`src/sv/mvm_pkg.sv`:
```
`timescale 1ns / 1ps
// mvm_pkg: shared types, constants and arithmetic helpers for the
// matrix-vector multiply block. No dependencies.
package mvm_pkg;

  localparam int unsigned VAL_W      = 32;
  localparam int unsigned SUM_W      = 64;
  localparam int unsigned ROW_W      = 16;
  localparam int unsigned COLCFG_W   = 7;
  localparam int unsigned CFG_IDX_W  = 8;
  localparam int unsigned CFG_DATA_W = 16;

  localparam logic REQ_VECTOR = 1'b0;
  localparam logic REQ_MATRIX = 1'b1;

  localparam logic [CFG_IDX_W-1:0] REG_COLUMN_COUNT = 8'd0;
  localparam logic [CFG_IDX_W-1:0] REG_ROW_COUNT    = 8'd1;

  typedef struct packed {
    logic             size_error;
    logic             first;
    logic             row_end;
    logic             last_row;
    logic [ROW_W-1:0] row_index;
  } ctl_t;

  function automatic logic signed [SUM_W-1:0] sat_add(
    input logic signed [SUM_W-1:0] a,
    input logic signed [SUM_W-1:0] b
  );
    logic signed [SUM_W-1:0] s;
    begin
      s = a + b;
      if ((a[SUM_W-1] == b[SUM_W-1]) && (s[SUM_W-1] != a[SUM_W-1])) begin
        s = a[SUM_W-1] ? {1'b1, {(SUM_W-1){1'b0}}} : {1'b0, {(SUM_W-1){1'b1}}};
      end
      return s;
    end
  endfunction

endpackage

```
`src/sv/mvm_mac.sv`:
```
`timescale 1ns / 1ps
// mvm_mac: product stage, saturating row accumulator and result register.
// Depends on mvm_pkg.
module mvm_mac (
  input  logic                               clk_i,
  input  logic                               rst_ni,
  input  logic                               s1_valid_i,
  output logic                               s1_ready_o,
  input  mvm_pkg::ctl_t                      s1_ctl_i,
  input  logic signed [mvm_pkg::VAL_W-1:0]   s1_value_i,
  input  logic signed [mvm_pkg::VAL_W-1:0]   s1_vec_i,
  output logic                               out_valid_o,
  input  logic                               out_ready_i,
  output logic signed [mvm_pkg::SUM_W-1:0]   row_sum_o,
  output logic [mvm_pkg::ROW_W-1:0]          row_index_o,
  output logic                               last_row_o,
  output logic                               size_error_o
);

  logic                             s2_valid_q;
  mvm_pkg::ctl_t                    s2_ctl_q;
  logic signed [mvm_pkg::SUM_W-1:0] s2_prod_q;
  logic signed [mvm_pkg::SUM_W-1:0] acc_q, acc_d, acc_base;
  logic                             out_valid_q;
  logic signed [mvm_pkg::SUM_W-1:0] row_sum_q;
  logic [mvm_pkg::ROW_W-1:0]        row_index_q;
  logic                             last_row_q, size_error_q;
  logic                             out_free, s2_adv, s2_load, emit;

  assign out_free   = !out_valid_q || out_ready_i;
  assign s2_adv     = s2_valid_q && out_free;
  assign s2_load    = !s2_valid_q || s2_adv;
  assign s1_ready_o = s2_load;
  assign emit       = s2_ctl_q.size_error || s2_ctl_q.row_end;

  assign acc_base = s2_ctl_q.first ? '0 : acc_q;
  assign acc_d    = mvm_pkg::sat_add(acc_base, s2_prod_q);

  always_ff @(posedge clk_i or negedge rst_ni) begin
    if (!rst_ni) begin
      s2_valid_q  <= 1'b0;
      out_valid_q <= 1'b0;
    end else begin
      if (s2_load) begin
        s2_valid_q <= s1_valid_i;
      end
      if (s2_adv) begin
        out_valid_q <= emit;
      end else if (out_ready_i) begin
        out_valid_q <= 1'b0;
      end
    end
  end

  always_ff @(posedge clk_i) begin
    if (s2_load && s1_valid_i) begin
      s2_ctl_q  <= s1_ctl_i;
      s2_prod_q <= s1_value_i * s1_vec_i;
    end
    if (s2_adv && !s2_ctl_q.size_error) begin
      acc_q <= acc_d;
    end
    if (s2_adv && emit) begin
      row_sum_q    <= s2_ctl_q.size_error ? '0 : acc_d;
      row_index_q  <= s2_ctl_q.row_index;
      last_row_q   <= s2_ctl_q.last_row;
      size_error_q <= s2_ctl_q.size_error;
    end
  end

  assign out_valid_o  = out_valid_q;
  assign row_sum_o    = row_sum_q;
  assign row_index_o  = row_index_q;
  assign last_row_o   = last_row_q;
  assign size_error_o = size_error_q;

endmodule

```
`config.mk`:
```
export PLATFORM = sky130hd
export DESIGN_NAME = mvm_mac
export DESIGN_NICKNAME = d
export VERILOG_FILES = /design/src/sv/mvm_pkg.sv /design/src/sv/mvm_mac.sv
export SDC_FILE = /design/constraint.sdc
export NUM_CORES = 2
export LEC_CHECK = 0
export BUFFER_PORTS_ARGS = -buffer_cell sky130_fd_sc_hd__buf_4
export CAP_MARGIN = 20
export CORE_MARGIN = 2
export CORE_UTILIZATION = 35
export CTS_CLUSTER_DIAMETER = 50
export DETAILED_ROUTE_END_ITERATION = 10
export GPL_ROUTABILITY_DRIVEN = 0
export HOLD_SLACK_MARGIN = 0.08
export PLACE_DENSITY = 0.61
export SYNTH_ARGS = -nofsm -noshare
export SYNTH_HDL_FRONTEND = slang
export SYNTH_SLANG_ARGS = --single-unit
```
`constraint.sdc`:
```
create_clock -name clk_i -period 9.7 [get_ports clk_i]
set_input_delay 1.94 -clock clk_i [delete_from_list [all_inputs] [get_ports clk_i]]
set_output_delay 1.94 -clock clk_i [all_outputs]
set_load 0.1 [all_outputs]
```
; ---- After elaboration in Yosys (flattened, before gate mapping)
; Index checks and enable logic that the tools add are counted.
[word_totals]
register_bits = 232
[op_classes]
addsub = 1
n_mul = 1
n_eq_ne = 2
mux = 5
n_reduce_logical = 12
[ops]
columns = operator, count
row1 = 64-bit two-way mux, 3
row2 = 64-bit adder, 1
row3 = 32-bit by 32-bit multiplier with 64-bit output, 1
row4 = 1-bit logical AND, 5
row5 = 1-bit logical NOT, 3
row6 = 1-bit logical OR, 3
row7 = 1-bit two-way mux, 2
row8 = 2-bit nonzero test, 1
row9 = 1-bit == test, 1
row10 = 1-bit inequality test, 1

; ---- Longest topological paths before layout
[logic_depth]
ltp_word = 5
mapped_depth = 29
depth_no_buf = 28

; ---- Worst setup path before layout
; OpenSTA, ideal clock, no wires.
[synth_timing]
path_kind = input to register
start = input s1_vec_i[2] (netlist bit)
end = register s2_prod_q[63] (netlist bit), data pin
arrival_time_ps = 9335
required_time_ps = 9440
setup_slack_ps = 105
path_stages = 26
n_path_buf = 2
path_cell_list = clkbuf_1 > nand2_1 > inv_1 > fa_1 > fa_1 > fa_1 > fa_1 > inv_1 > fa_1 > inv_1 > fa_1 > inv_1 > fa_1 > inv_1 > fa_1 > ha_1 > clkbuf_1 > a21o_1 > a21o_1 > a21oi_1 > o21bai_1 > a21o_1 > a211o_1 > a221o_1 > a21oi_1 > xnor2_1
[synth_via]
elab_chain_cells = 1
[synth_lines]
columns = element, line
row1 = from (decl), mvm_mac.sv:11  ; input logic signed [mvm_pkg::VAL_W-1:0] s1_vec_i,
row2 = 32-bit by 32-bit multiplier with 64-bit output, mvm_mac.sv:58  ; s2_prod_q <= s1_value_i * s1_vec_i;
row3 = to (signal assigned), mvm_mac.sv:58
row4 = to (decl), mvm_mac.sv:22  ; logic signed [mvm_pkg::SUM_W-1:0] s2_prod_q;
; No other way between the ends.
; A chain may end at the register's enable or synchronous reset.

; ---- Worst setup path after layout
[layout_timing]
start = input s1_value_i[20] (netlist bit)
end = register s2_prod_q[58] (netlist bit), data pin
[layout_via]
elab_chain_cells = 1
[layout_lines]
columns = element, line
row1 = from (decl), mvm_mac.sv:10  ; input logic signed [mvm_pkg::VAL_W-1:0] s1_value_i,
row2 = 32-bit by 32-bit multiplier with 64-bit output, mvm_mac.sv:58
; No other way between the ends.

==> out/metrics.cfg <==
[run_status]
status = finished clean

[global_route]
met1_usage_pct = 27.4
antenna_found_initial = 5
use_met2_pct = 30.9
grt.busiest_layer = met2
grt_max_degree = 79
grt_pass1_vias = 36900
grtUsageTotal_pct = 19.3
grt-ovfl-total = 0
grt_pass1_wl_um = 214000
met3_usage_pct = 4.08

[timing]
worstMarginPinSlew_ns = 0.925
fin_ws_ns = 0.590
max_freq_ghz = 0.110
hold_viol = 0
fin_crit_sh_pct = 93.9
finalCriticalPeriod_ns = 9.11
finalSetupViolations = 0
setup_tns_ns = 0
rsz0062_at_grt = false
slew_viol_final = 0
clock-skew-final_ns = 0.0105
relSlewSlack_pct = 38.3

[yosys]
synth.cell_area_um2 = 48300
synth_fp_nets = 6375
synth_warnings = 0
synth_area_leaders = fa_1 (45%), edfxtp_1 (14%), inv_1 (7.9%), and2_1 (6.6%), ha_1 (6.4%)
synth_cell_types = 74
syn_inst = 4957
synth_area_per_cell_um2 = 9.73
synth_edf_count = 230
async_flop_share_pct = 0.862
yosysTopAreaCell = fa_1
yosysTopAreaCellShare_pct = 44.9
synth-seq-cells = 232
yosysSeqAreaShare_pct = 14.4
synth_ff_type = edfxtp_1

[die]
ioPinCount = 172
fp.coreArea_um2 = 137000
die_h_um = 375
rows = 136
die-area_um2 = 141000
initial_core_util_pct = 35.2
die_w_um = 375

[clocking]
hold_buffers = 0
clk_latency_ns = 0.54
root_buffer = clkbuf_16
cts_made_buffers = 27
cts_resized = 0
post_cts_buffers = 0
cts.clk_slew.worst_paths_ns = 0.06
clk_path_buf_depth = 3
cts_tree = built
htree_levels = 1
cts_sinks = 232

[cells_and_area]
diodes = 0
final_common_cell = fa_1
nNetsFinal = 6415
area_growth_syn_to_layout_pct = 8.90
drive_above_1_share_pct = 6.97
final_cell_mix = fa_1 (1083), inv_1 (1011), nand2_1 (659)

[detailed_routing]
vias_per_cell = 4.97
wl_per_cell_um = 19.4
drt-total-wl_um = 132000
vias = 33900
drcViolationCount = 0
drtAntennaViolNets = 0
drt-initial-drc-count = 2275
first_pass_iters = 5

[placed_design]
dp_hpwl_um = 109000
dp_slack_ns = 0.113
io_buffers = 171

[setup_path]
crit_arrival_ns = 9.40
path_max_fanout = 32
crit_type = input pin to flip-flop
critPathCaptureType = flip-flop
startpoint_type = input pin
cp.required_ns = 9.99

[job]
cap_viol_max_count = 0

[worst_hold_path]
holdCritPathClass = flip-flop to flip-flop

-- cell families after synthesis --
group | share of synthesized area [%]
AO/OA/AOI/OAI | 6.31
XOR/XNOR | 2.36
adder cells (fa/ha/maj) | 51.4
buffers and inverters | 10.1
flip-flops | 14.4
AND/OR/NAND/NOR | 15.5
-- state kept, by name (all words and copies together), names as in the netlist --
register / cells
size_error_o: 1
row_sum_o: 64
out_valid_o: 1
s2_ctl_q: 20
last_row_o: 1
s2_valid_q: 1
s2_prod_q: 64
acc_q: 64
row_index_o: 16
-- per-layer routing --
layer | up-vias | wire length [um]
li1 | 15000 | -
met1 | 17500 | 59400
met2 | 1223 | 60000
met3 | 112 | 11400
met4 | 4 | 1630
met5 | - | 20
-- Yosys cell counts (48+ instances only) --
| cell type | n |
|---|---|
| a21o_1 | 53 |
| a21oi_1 | 185 |
| and2_1 | 508 |
| clkbuf_1 | 240 |
| edfxtp_1 | 230 |
| fa_1 | 1083 |
| ha_1 | 247 |
| inv_1 | 1011 |
| nand2_1 | 659 |
| nor2_1 | 101 |
| nor2b_1 | 88 |
| o21ai_0 | 97 |
| xnor2_1 | 82 |
| xor2_1 | 48 |
-- per-stage QoR --
stage	hold slack [ns]	area (um^2)	utilization, %	cells
5_1_grt	0.414	52500	38.3	6812
4_1_cts	0.415	52500	38.3	6812
6_report	0.417	52500	38.3	6812
3_5_place_dp	0.405	51700	37.7	6762
2_1_floorplan	0.400	48300	-	4957
3_3_place_gp	0.400	51700	37.7	6762
-- worst max-delay path: stages --
cell,delay [ns]
buf_4,0.37
and2_1,0.23
fa_1,0.45
fa_1,0.56
inv_1,0.08
fa_1,0.51
fa_1,0.52
inv_1,0.05
fa_1,0.55
fa_1,0.43
fa_1,0.60
inv_1,0.08
fa_1,0.49
inv_1,0.04
ha_1,0.37
a21oi_1,0.21
o21bai_1,0.09
a21oi_1,0.18
o21ai_0,0.15
a211oi_2,0.43
o41ai_1,0.19
a21oi_1,0.35
o21a_1,0.22
o21ai_0,0.11
xnor2_1,0.14
-- area by class of cell --
type / count / area (um^2)
Timing Repair Buffer: 277 / 2200
Inverter: 1012 / 3800
Sequential cell: 232 / 6960
Fill cell: 13700 / 84600
Multi-Input combinational cell: 3447 / 36400
Tap cell: 1794 / 2240
Clock buffer: 31 / 691
Clock inverter: 19 / 203
-- worst paths after layout --
| path | from | end | slack (ns) | cells after the start |
|---|---|---|---|---|
| min | s2_ctl_q[14]$_DFFE_PP_ | row_index_o[14]$_DFFE_PP_ | 0.42 | 0 |
| max reg2reg | s2_ctl_q[18]$_DFFE_PP_ | row_sum_o[26]$_SDFFCE_PP0P_ | 4.25 | 15 |
| max | s1_value_i[20] | s2_prod_q[58]$_DFFE_PP_ | 0.59 | 25 |
| min reg2reg | s2_ctl_q[14]$_DFFE_PP_ | row_index_o[14]$_DFFE_PP_ | 0.42 | 0 |
| max in group asynchronous | rst_ni | s2_valid_q$_DFFE_PN0N_ | 8.45 | 1 |
| min in group asynchronous | rst_ni | out_valid_o$_DFFE_PN0P_ | 1.17 | 1 |
Power is left out: the tool's default activity adds up to more than one toggle a clock period on the data nets, which glitch-free logic cannot reach.
