## config.mk

```make
export PLATFORM = sky130hd
export DESIGN_NAME = mvm_front
export DESIGN_NICKNAME = d
export VERILOG_FILES = /design/src/sv/mvm_pkg.sv /design/src/sv/mvm_ram.sv /design/src/sv/mvm_front.sv
export SDC_FILE = /design/constraint.sdc
export NUM_CORES = 2
export LEC_CHECK = 0
export ABC_AREA = 1
export BUFFER_PORTS_ARGS = -buffer_cell sky130_fd_sc_hd__clkbuf_2
export CORE_MARGIN = 2
export CORE_UTILIZATION = 41
export DETAILED_ROUTE_END_ITERATION = 10
export PLACE_DENSITY = 0.55
export SLEW_MARGIN = 20
export SYNTH_ARGS = -nofsm -noshare
export SYNTH_HDL_FRONTEND = slang
export SYNTH_HIERARCHICAL = 1
export SYNTH_SLANG_ARGS = --single-unit
```

## constraint.sdc

```tcl
create_clock -name clk_i -period 7.6 [get_ports clk_i]
set_input_delay 0.76 -clock clk_i [delete_from_list [all_inputs] [get_ports clk_i]]
set_output_delay 0.76 -clock clk_i [all_outputs]
set_load 0.05 [all_outputs]
```

## src/sv/mvm_pkg.sv

```systemverilog
`timescale 1ns / 1ps
// mvm_pkg: shared types, constants and arithmetic helpers for the
// matrix-vector multiply block. No dependencies.
package mvm_pkg;

  localparam int unsigned VAL_W      = 32;
  localparam int unsigned SUM_W      = 64;
  localparam int unsigned ROW_W      = 16;
  localparam int unsigned COLCFG_W   = 7;
  localparam int unsigned CFG_IDX_W  = 8;
  localparam int unsigned CFG_DATA_W = 16;

  localparam logic REQ_VECTOR = 1'b0;
  localparam logic REQ_MATRIX = 1'b1;

  localparam logic [CFG_IDX_W-1:0] REG_COLUMN_COUNT = 8'd0;
  localparam logic [CFG_IDX_W-1:0] REG_ROW_COUNT    = 8'd1;

  typedef struct packed {
    logic             size_error;
    logic             first;
    logic             row_end;
    logic             last_row;
    logic [ROW_W-1:0] row_index;
  } ctl_t;

  function automatic logic signed [SUM_W-1:0] sat_add(
    input logic signed [SUM_W-1:0] a,
    input logic signed [SUM_W-1:0] b
  );
    logic signed [SUM_W-1:0] s;
    begin
      s = a + b;
      if ((a[SUM_W-1] == b[SUM_W-1]) && (s[SUM_W-1] != a[SUM_W-1])) begin
        s = a[SUM_W-1] ? {1'b1, {(SUM_W-1){1'b0}}} : {1'b0, {(SUM_W-1){1'b1}}};
      end
      return s;
    end
  endfunction

endpackage

```

## src/sv/mvm_ram.sv

```systemverilog
`timescale 1ns / 1ps
// mvm_ram: generic single-write, single-read RAM with registered read data.
// No dependencies.
module mvm_ram #(
  parameter int unsigned WIDTH = 32,
  parameter int unsigned DEPTH = 64,
  localparam int unsigned AW = (DEPTH > 1) ? $clog2(DEPTH) : 1
) (
  input  logic             clk_i,
  input  logic             we_i,
  input  logic [AW-1:0]    waddr_i,
  input  logic [WIDTH-1:0] wdata_i,
  input  logic             re_i,
  input  logic [AW-1:0]    raddr_i,
  output logic [WIDTH-1:0] rdata_o
);

  logic [WIDTH-1:0] mem [DEPTH];
  logic [WIDTH-1:0] rdata_q;

  always_ff @(posedge clk_i) begin
    if (we_i) begin
      mem[waddr_i] <= wdata_i;
    end
    if (re_i) begin
      rdata_q <= mem[raddr_i];
    end
  end

  assign rdata_o = rdata_q;

endmodule

```

## src/sv/mvm_front.sv

```systemverilog
`timescale 1ns / 1ps
// mvm_front: config registers, load/column/row tracking, vector store and
// the input stage register. Depends on mvm_pkg and mvm_ram.
module mvm_front #(
  parameter int unsigned MAX_LEN = 64
) (
  input  logic                               clk_i,
  input  logic                               rst_ni,
  input  logic                               cfg_valid_i,
  input  logic [mvm_pkg::CFG_IDX_W-1:0]      cfg_index_i,
  input  logic [mvm_pkg::CFG_DATA_W-1:0]     cfg_wdata_i,
  input  logic                               in_valid_i,
  output logic                               in_ready_o,
  input  logic                               req_type_i,
  input  logic signed [mvm_pkg::VAL_W-1:0]   element_value_i,
  output logic                               s1_valid_o,
  input  logic                               s1_ready_i,
  output mvm_pkg::ctl_t                      s1_ctl_o,
  output logic signed [mvm_pkg::VAL_W-1:0]   s1_value_o,
  output logic signed [mvm_pkg::VAL_W-1:0]   s1_vec_o
);

  localparam int unsigned ADDR_W = (MAX_LEN > 1) ? $clog2(MAX_LEN) : 1;
  localparam int unsigned CNT_W  = $clog2(MAX_LEN + 1);

  logic [mvm_pkg::COLCFG_W-1:0] col_count_q;
  logic [mvm_pkg::ROW_W-1:0]    row_count_q;
  logic [CNT_W-1:0]             loaded_q, loaded_d;
  logic [ADDR_W-1:0]            col_pos_q;
  logic [mvm_pkg::ROW_W-1:0]    row_pos_q;
  logic                         s1_valid_q;
  mvm_pkg::ctl_t                s1_ctl_q, ctl_d;
  logic signed [mvm_pkg::VAL_W-1:0] s1_value_q;

  logic [31:0]       cc_ext, eff_ext;
  logic [CNT_W-1:0]  eff_cols;
  logic              accept, is_load, load_full, size_err, row_end, last_row;
  logic [ADDR_W-1:0] waddr;
  logic [mvm_pkg::VAL_W-1:0] rdata;

  always_ff @(posedge clk_i or negedge rst_ni) begin
    if (!rst_ni) begin
      col_count_q <= mvm_pkg::COLCFG_W'(1);
      row_count_q <= mvm_pkg::ROW_W'(1);
    end else if (cfg_valid_i) begin
      case (cfg_index_i)
        mvm_pkg::REG_COLUMN_COUNT: col_count_q <= cfg_wdata_i[mvm_pkg::COLCFG_W-1:0];
        mvm_pkg::REG_ROW_COUNT:    row_count_q <= cfg_wdata_i;
        default: ;
      endcase
    end
  end

  always_comb begin
    cc_ext  = 32'(col_count_q);
    eff_ext = cc_ext;
    if (cc_ext == 32'd0) begin
      eff_ext = 32'd1;
    end else if (cc_ext > 32'(MAX_LEN)) begin
      eff_ext = 32'(MAX_LEN);
    end
    eff_cols = CNT_W'(eff_ext);
  end

  assign in_ready_o = !s1_valid_q || s1_ready_i;
  assign accept     = in_valid_i && in_ready_o;
  assign is_load    = (req_type_i == mvm_pkg::REQ_VECTOR);
  assign load_full  = (loaded_q >= eff_cols);
  assign waddr      = load_full ? '0 : loaded_q[ADDR_W-1:0];
  assign loaded_d   = load_full ? CNT_W'(1) : loaded_q + CNT_W'(1);
  assign size_err   = (loaded_q < eff_cols);
  assign row_end    = ((CNT_W'(col_pos_q) + CNT_W'(1)) >= eff_cols);
  assign last_row   = (row_pos_q == (row_count_q - mvm_pkg::ROW_W'(1)));

  always_comb begin
    ctl_d.size_error = size_err;
    ctl_d.first      = (col_pos_q == '0);
    ctl_d.row_end    = row_end;
    ctl_d.last_row   = !size_err && last_row;
    ctl_d.row_index  = row_pos_q;
  end

  always_ff @(posedge clk_i or negedge rst_ni) begin
    if (!rst_ni) begin
      loaded_q   <= '0;
      col_pos_q  <= '0;
      row_pos_q  <= '0;
      s1_valid_q <= 1'b0;
    end else begin
      if (in_ready_o) begin
        s1_valid_q <= accept && !is_load;
      end
      if (accept) begin
        if (is_load) begin
          loaded_q  <= loaded_d;
          col_pos_q <= '0;
          row_pos_q <= '0;
        end else if (!size_err) begin
          if (row_end) begin
            col_pos_q <= '0;
            row_pos_q <= last_row ? '0 : row_pos_q + mvm_pkg::ROW_W'(1);
          end else begin
            col_pos_q <= col_pos_q + ADDR_W'(1);
          end
        end
      end
    end
  end

  always_ff @(posedge clk_i) begin
    if (accept && !is_load) begin
      s1_ctl_q   <= ctl_d;
      s1_value_q <= element_value_i;
    end
  end

  mvm_ram #(
    .WIDTH (mvm_pkg::VAL_W),
    .DEPTH (MAX_LEN)
  ) u_vec_ram (
    .clk_i   (clk_i),
    .we_i    (accept && is_load),
    .waddr_i (waddr),
    .wdata_i (element_value_i),
    .re_i    (accept && !is_load),
    .raddr_i (col_pos_q),
    .rdata_o (rdata)
  );

  assign s1_valid_o = s1_valid_q;
  assign s1_ctl_o   = s1_ctl_q;
  assign s1_value_o = s1_value_q;
  assign s1_vec_o   = rdata;

endmodule

```

### Word-level counts from Yosys, hierarchy flattened

Memories as Yosys holds them, arrays and structs flattened. A register that Yosys moved wholly into a read port is not among the register bits.
Index checks and enable logic that the tools add are counted.
Widths: inputs -> output; s select.

| word-level totals | value |
|---|---|
| flip-flop bits (word level) | 105 |
| RAM bits | 2048 |
| input bits | 62 |
| output and inout port bits | 86 |
| word-level logic and storage cells | 55 |
| memories | 1 |

Memories:

| memory | words | bits a word | read ports | clocked after Yosys merged registers in | write ports | line | RTL |
|---|---|---|---|---|---|---|---|
| u_vec_ram.mem | 64 | 32 | 1 | 1 | 1 | mvm_ram.sv:18 | `logic [WIDTH-1:0] mem [DEPTH];` |

| operators by class | value |
|---|---|
| add/subtract/negate cells | 5 |
| $lt $le $gt $ge | 4 |
| eq/ne operators | 4 |
| multiplexer cells | 13 |
| bitwise gates (word level) | 1 |
| reductions and logical operators | 15 |

Operators by type and width:

| kind | number |
|---|---|
| $mux 16 | 4 |
| $mux 6 | 4 |
| $mux 7 | 3 |
| $add 16x1->16 const B | 1 |
| $eq 16x16->1 | 1 |
| $sub 16x1->16 const B | 1 |
| $ge 7x7->1 | 2 |
| $eq 8x1->1 const B | 1 |
| $logic_not 8->1 | 1 |
| $reduce_and 2->1 | 4 |
| $add 6x1->7 const B | 1 |
| $add 7x1->7 const B | 1 |
| $gt 7x7->1 const B | 1 |
| $logic_not 7->1 | 1 |
| $lt 7x7->1 | 1 |
| $add 6x1->6 const B | 1 |
| $logic_not 6->1 | 1 |
| $logic_and 1x1->1 | 4 |
| $reduce_and 3->1 | 1 |
| $logic_not 1->1 | 2 |
| $mux 1 | 2 |
| $ne 2x1->1 const B | 1 |
| $ne 2x2->1 const B | 1 |
| $logic_or 1x1->1 | 1 |
| $not 1->1 | 1 |

### Depth between registers and ports, before layout

| logic depth | value |
|---|---|
| depth after elaboration | 7 |
| mapped depth | 16 |
| mapped depth without buffers | 15 |

### Hierarchy

The synthesis kept the hierarchy.

By module, submodules not included:

| module | instances | cells each | area each (um^2) | sequential area each (um^2) |
|---|---|---|---|---|
| mvm_ram | 1 | 6769 | 83058.4 | 62459.9 |
| mvm_front | 1 | 583 | 5439.0 | 2890.3 |

### Worst setup path before layout

OpenSTA, ideal clock, no wires.

| timing path | value |
|---|---|
| path kind | reg2reg |
| start point | register col_count_q[3] (netlist name) |
| end point | memory u_vec_ram.mem[50][0] (enable) |
| library setup time | 0.502 ns |
| arrival | 5.510 ns |
| required time | 7.098 ns |
| setup slack | 1.588 ns |
| stages on the path, launching flop included | 16 |
| buffers on the path | 1 |
| clock period less this slack | 6.012 ns |
| cells stage by stage | dfrtp_1 -> nor4_1 -> nand2_1 -> nand2_1 -> nand2_1 -> ha_1 -> a21oi_1 -> nor2_1 -> a211oi_1 -> nand2_1 -> inv_1 -> nand2_1 -> nor2_1 -> clkbuf_1 -> inv_1 -> nor4_1 |

| between the ends | value |
|---|---|
| longest elaborated chain between the ends | 5 |
| elaborated cells on any way between the ends | 6 |
| classes of those cells | order compare (2); mux (3); reduce/logical (1) |

Ends and longest elaborated chain:

| element | line | RTL |
|---|---|---|
| start, declared | mvm_front.sv:26 | `logic [mvm_pkg::COLCFG_W-1:0] col_count_q;` |
| start signal, assigned | mvm_front.sv:43 | `col_count_q <= mvm_pkg::COLCFG_W'(1);` |
| start signal, assigned | mvm_front.sv:47 | `mvm_pkg::REG_COLUMN_COUNT: col_count_q <= cfg_wdata_i[mvm_pkg::COLCFG_W-1:0];` |
| $gt 7x7->1 | mvm_front.sv:59 | `end else if (cc_ext > 32'(MAX_LEN)) begin` |
| $mux 7 | mvm_front.sv:59 |  |
| $mux 7 * | mvm_front.sv:57 | `if (cc_ext == 32'd0) begin` |
| $ge 7x7->1 * | mvm_front.sv:68 | `assign load_full = (loaded_q >= eff_cols);` |
| $mux 6 * | mvm_front.sv:69 | `assign waddr = load_full ? '0 : loaded_q[ADDR_W-1:0];` |
| via waddr[1] | mvm_front.sv:38 | `logic [ADDR_W-1:0] waddr;` |
| end, declared | mvm_ram.sv:18 |  |

The timed path passes the listed nets; every way through them passes the cells marked *.

### Worst setup path after layout

| timing path | value |
|---|---|
| start point | register col_count_q[3] (netlist name) |
| end point | memory u_vec_ram.mem[17][23] (enable) |

Same word-level chain as after synthesis.

==> impl_results.md <==
* DRT met1 WL at between 100000 and 150000 um
* Vias in the first global route at 54701
* Slew HR at 0.2129
* Synth warnings at 6
* Post-route antenna net violation count at 0
* Buf/Inv on CP at 2
* Grt total ovfl at 0
* Setup Viol. Count Final at 0
* Syn_area_per_cell at ~12 um2
* P_int at 20.30 mW
* Placed Area at 0.09236 mm2
* Post-cts gate resize count at 0
* Sum Neg Setup Slack at 0 ps
* WL per Instance at 24.76 um
* Hpwl dp at 144200 um
* Top FF cell, synth: edfxtp_1
* Initial Util at 0.4123
* #FFs+latches synth at 2185
* Startpoint types: flop
* Largest net degree at the start of global routing at 182
* Status: completed
* Achievable Freq at 0.1626 GHz
* DR vias at around 57000
* Residual DRC count at 0
* DR top layer: met5
* Post-synth top area cell: edfxtp_1
* Share of cells above drive strength 1 at 0.09045
* Iteration-0 DRC Markers at roughly 5900
* Multi-input logic area at 0.02098 mm2
* Synth Instances at 7352
* Startpoint of the worst register-to-register path: col_count_q[3]
* Core Util, Final at 0.4617
* Seq/Total Area, Yosys at 0.7384
* Register Area at 0.06537 mm2
* Die H at 468.6 um
* CP Data Required Time at 8100 ps
* Number of CTS-inserted buffers at 222
* Worst-skew pair later-pin latency at 850 ps
* Max-slew violation count at 0
* Distinct cells, synth at 41
* Critical path class: flop to flop
* IO Pins at 148
* Top cells by count, synth: 2384 x nand2_1, 2132 x edfxtp_1, 1939 x nand3_1, 285 x buf_2, 98 x nor2_1
* Layout net count at 7501
* CTS max path bufs at 3
* Reg power frac at 0.472
* Kind of cell adding the most delay to the critical path: simple AND/OR/NAND/NOR gates
* Most common cell in the synthesized netlist: nand2_1
* Area fraction of the dominant cell type after synthesis at 0.7234
* Critical path, cell by cell: nor4_1 > nand2_1 > nand2_1 > nand2_1 > ha_1 > a21oi_1 > nor2_1 > a211oi_1 > nand2_1 > inv_1 > nand2_1 > nor2_1 > nand4_1 > nor2_4 > buf_4
* Initial antenna violation count at 14
* First-pass GRT wire length at 376900 um
* Post-synth EDFFs at 2132
* Core area at ~0.21 mm2
* Vias per cell at around 5.5
* # H-tree levels at 4
* DR WL met2 at 124600 um
* Pleak at 34.89 nW
* RSZ-0062 raised after global routing: false
* Clock Power Share at 0.357
* Final GP Congestion at 0.8377
* CTS tree: built
* Die area at 0.2196 mm2
* Fillcell total at 19224
* Crit path time final at 6152 ps
* Clock skew at 26.05 ps
* Max_cap viols at 0
* Measured slew at the worst slew-check pin at 1177 ps
* Slowest cell on crit path: nand4_1
* Total global-route track usage at 0.2324
* Worst Path Max Fanout at 17
* Post-CTS setup buffer count at 0
* Hold Path Class: input port to asynchronous set/reset pin
* Mapped Nets at 7433
* CP dominant cell by count: nand2_1
* Power Dens Cells at 288.4 mW/mm2
* Net Switching at roughly 8.3 mW
* CTS Sinks at 2185
* PortBufs at 147
* Arrival @ worst endpoint at 6660 ps
* Ys async rst share at 0.02426
* Met3 routed WL at 16370 um
* Routed Wire Length at 258400 um
* Reg clk slew, reported paths at about 60 ps
* Hold Vio Cnt, Final at 0
* Nature of the critical path endpoint: flop
* P&R area growth vs syn at 11.96%
* Hold WS at 34.20 ps
* R2R setup slack at roughly 1400 ps
* Root buffer cell: clkbuf_16
* Die W at 468.6 um
* Setup ws final at 1448 ps
* Reg-to-reg endpoint: u_vec_ram/mem[17][23]
* Final period util at 0.8094
* Peak VDD IR at around 0.24 mV
* Row Count at 170
* Max stage delay on crit path at 1100 ps
* Critical path startpoint: col_count_q[3]
* R2R cell count at 15
* Dpl ws at about 1500 ps
* Hold-fix buffers, CTS at 0
* Sw frac at 0.2894
* Post-route cell area at 0.09908 mm2
* Comb pwr share at 0.171
* Synthesized area at ~0.09 mm2
* Dominant cells by area after synthesis: edfxtp_1 72%, nand3_1 11%, nand2_1 10%, buf_2 1.6%, dfrtp_1 1.4%
* First-pass detailed-route iteration total at 5
[layer usage]
metal	GRT usage	vias up
met5	0	-
met4	0.06757	2
met3	0.02974	359
met2	0.3801	2046
met1	0.3256	28864
li1	-	26220
[flip-flops by register name, summed over array words and instances, names as in the netlist]
name and count:
col_pos_q 6, col_count_q 7, s1_value_o 32, s1_valid_o 1, s1_ctl_o 20, row_pos_q 16
u_vec_ram/mem 2048, u_vec_ram/rdata_o 32, row_count_q 16, loaded_q 7
[worst reg2reg max path, stage by stage, from the launching register on]
cell and delay [ps]:
dfrtp_1 400, nor4_1 280, nand2_1 100, nand2_1 110, nand2_1 90, ha_1 300, a21oi_1 150, nor2_1 50
a211oi_1 320, nand2_1 100, inv_1 110, nand2_1 300, nor2_1 850, nand4_1 1110, nor2_4 1080, buf_4 430
[placed cells by master (no fill, tap or decap), types with 7 or more instances in the layout]
cell and n:
ha_1 19, buf_4 141, xor2_1 21, clkinv_2 27, inv_1 81, dfrtp_1 45
mux2_2 7, clkbuf_16 225, clkbuf_2 143, nand3_1 1939, nor3_1 12, nand3b_1 9
nor2_4 62, nor4_2 8, a21oi_1 11, buf_12 19, nand2_1 2384, nand4_1 36
edfxtp_1 2132, o21ai_0 30, clkbuf_1 65, xnor2_1 8, nor2_1 41, bufinv_16 9
clkinv_1 62
[power groups by stage]
stage	Clock [mW]	Sequential [mW]	Combinational, mW
final	10.2	13.5	4.88
after CTS	10.4	13.5	4.91
after global placement	0	13.7	4.86
after detailed placement	0	13.7	4.90
after floorplan	0	13.8	3.26
after global routing	10.8	13.5	5.42
[final cells by class]
type                            instances  share of cell area
Antenna cell                            4           0.0001010
Clock inverter                        109            0.007652
Clock buffer                          290             0.05929
Timing Repair Buffer                  307             0.02195
Multi-Input combinational cell       4617              0.2117
Sequential cell                      2185              0.6598
Inverter                               87            0.003675
Tap cell                             2838             0.03584
[worst max-delay path by stage]
stage | endpoint | slack, ps | depth (start not counted)
2_1_floorplan | u_vec_ram/mem[50][0] | 1590 | 15
3_3_place_gp | u_vec_ram/mem[17][27] | 1480 | 15
3_5_place_dp | u_vec_ram/mem[17][25] | 1510 | 15
4_1_cts | u_vec_ram/mem[17][19] | 1480 | 15
5_1_grt | u_vec_ram/mem[17][23] | 1160 | 15
6_report | u_vec_ram/mem[17][23] | 1450 | 15
[kinds of logic (layout without fill, tap and decap cells)]
family | count (synthesis) | count (layout) | synth area share
AOI/OAI and AO/OA | 48 | 48 | 0.002870
xor gates and xnor gates | 30 | 30 | 0.003054
adders and majority gates | 19 | 19 | 0.002686
buffers and inverters | 550 | 793 | 0.02989
DFF | 2185 | 2185 | 0.7384
muxes | 7 | 7 | 0.0008908
other | 0 | 4 | 0
and+or+nand+nor | 4513 | 4513 | 0.2222
[stage by stage]
step | std cells | power (mW)
floorplan | 7352 | 17.08
global route | 10434 | 29.75
detailed placement | 10030 | 18.64
global placement | 10027 | 18.60
CTS | 10429 | 28.79
finish | 10437 | 28.57
Power figures use the tool's default switching activity.
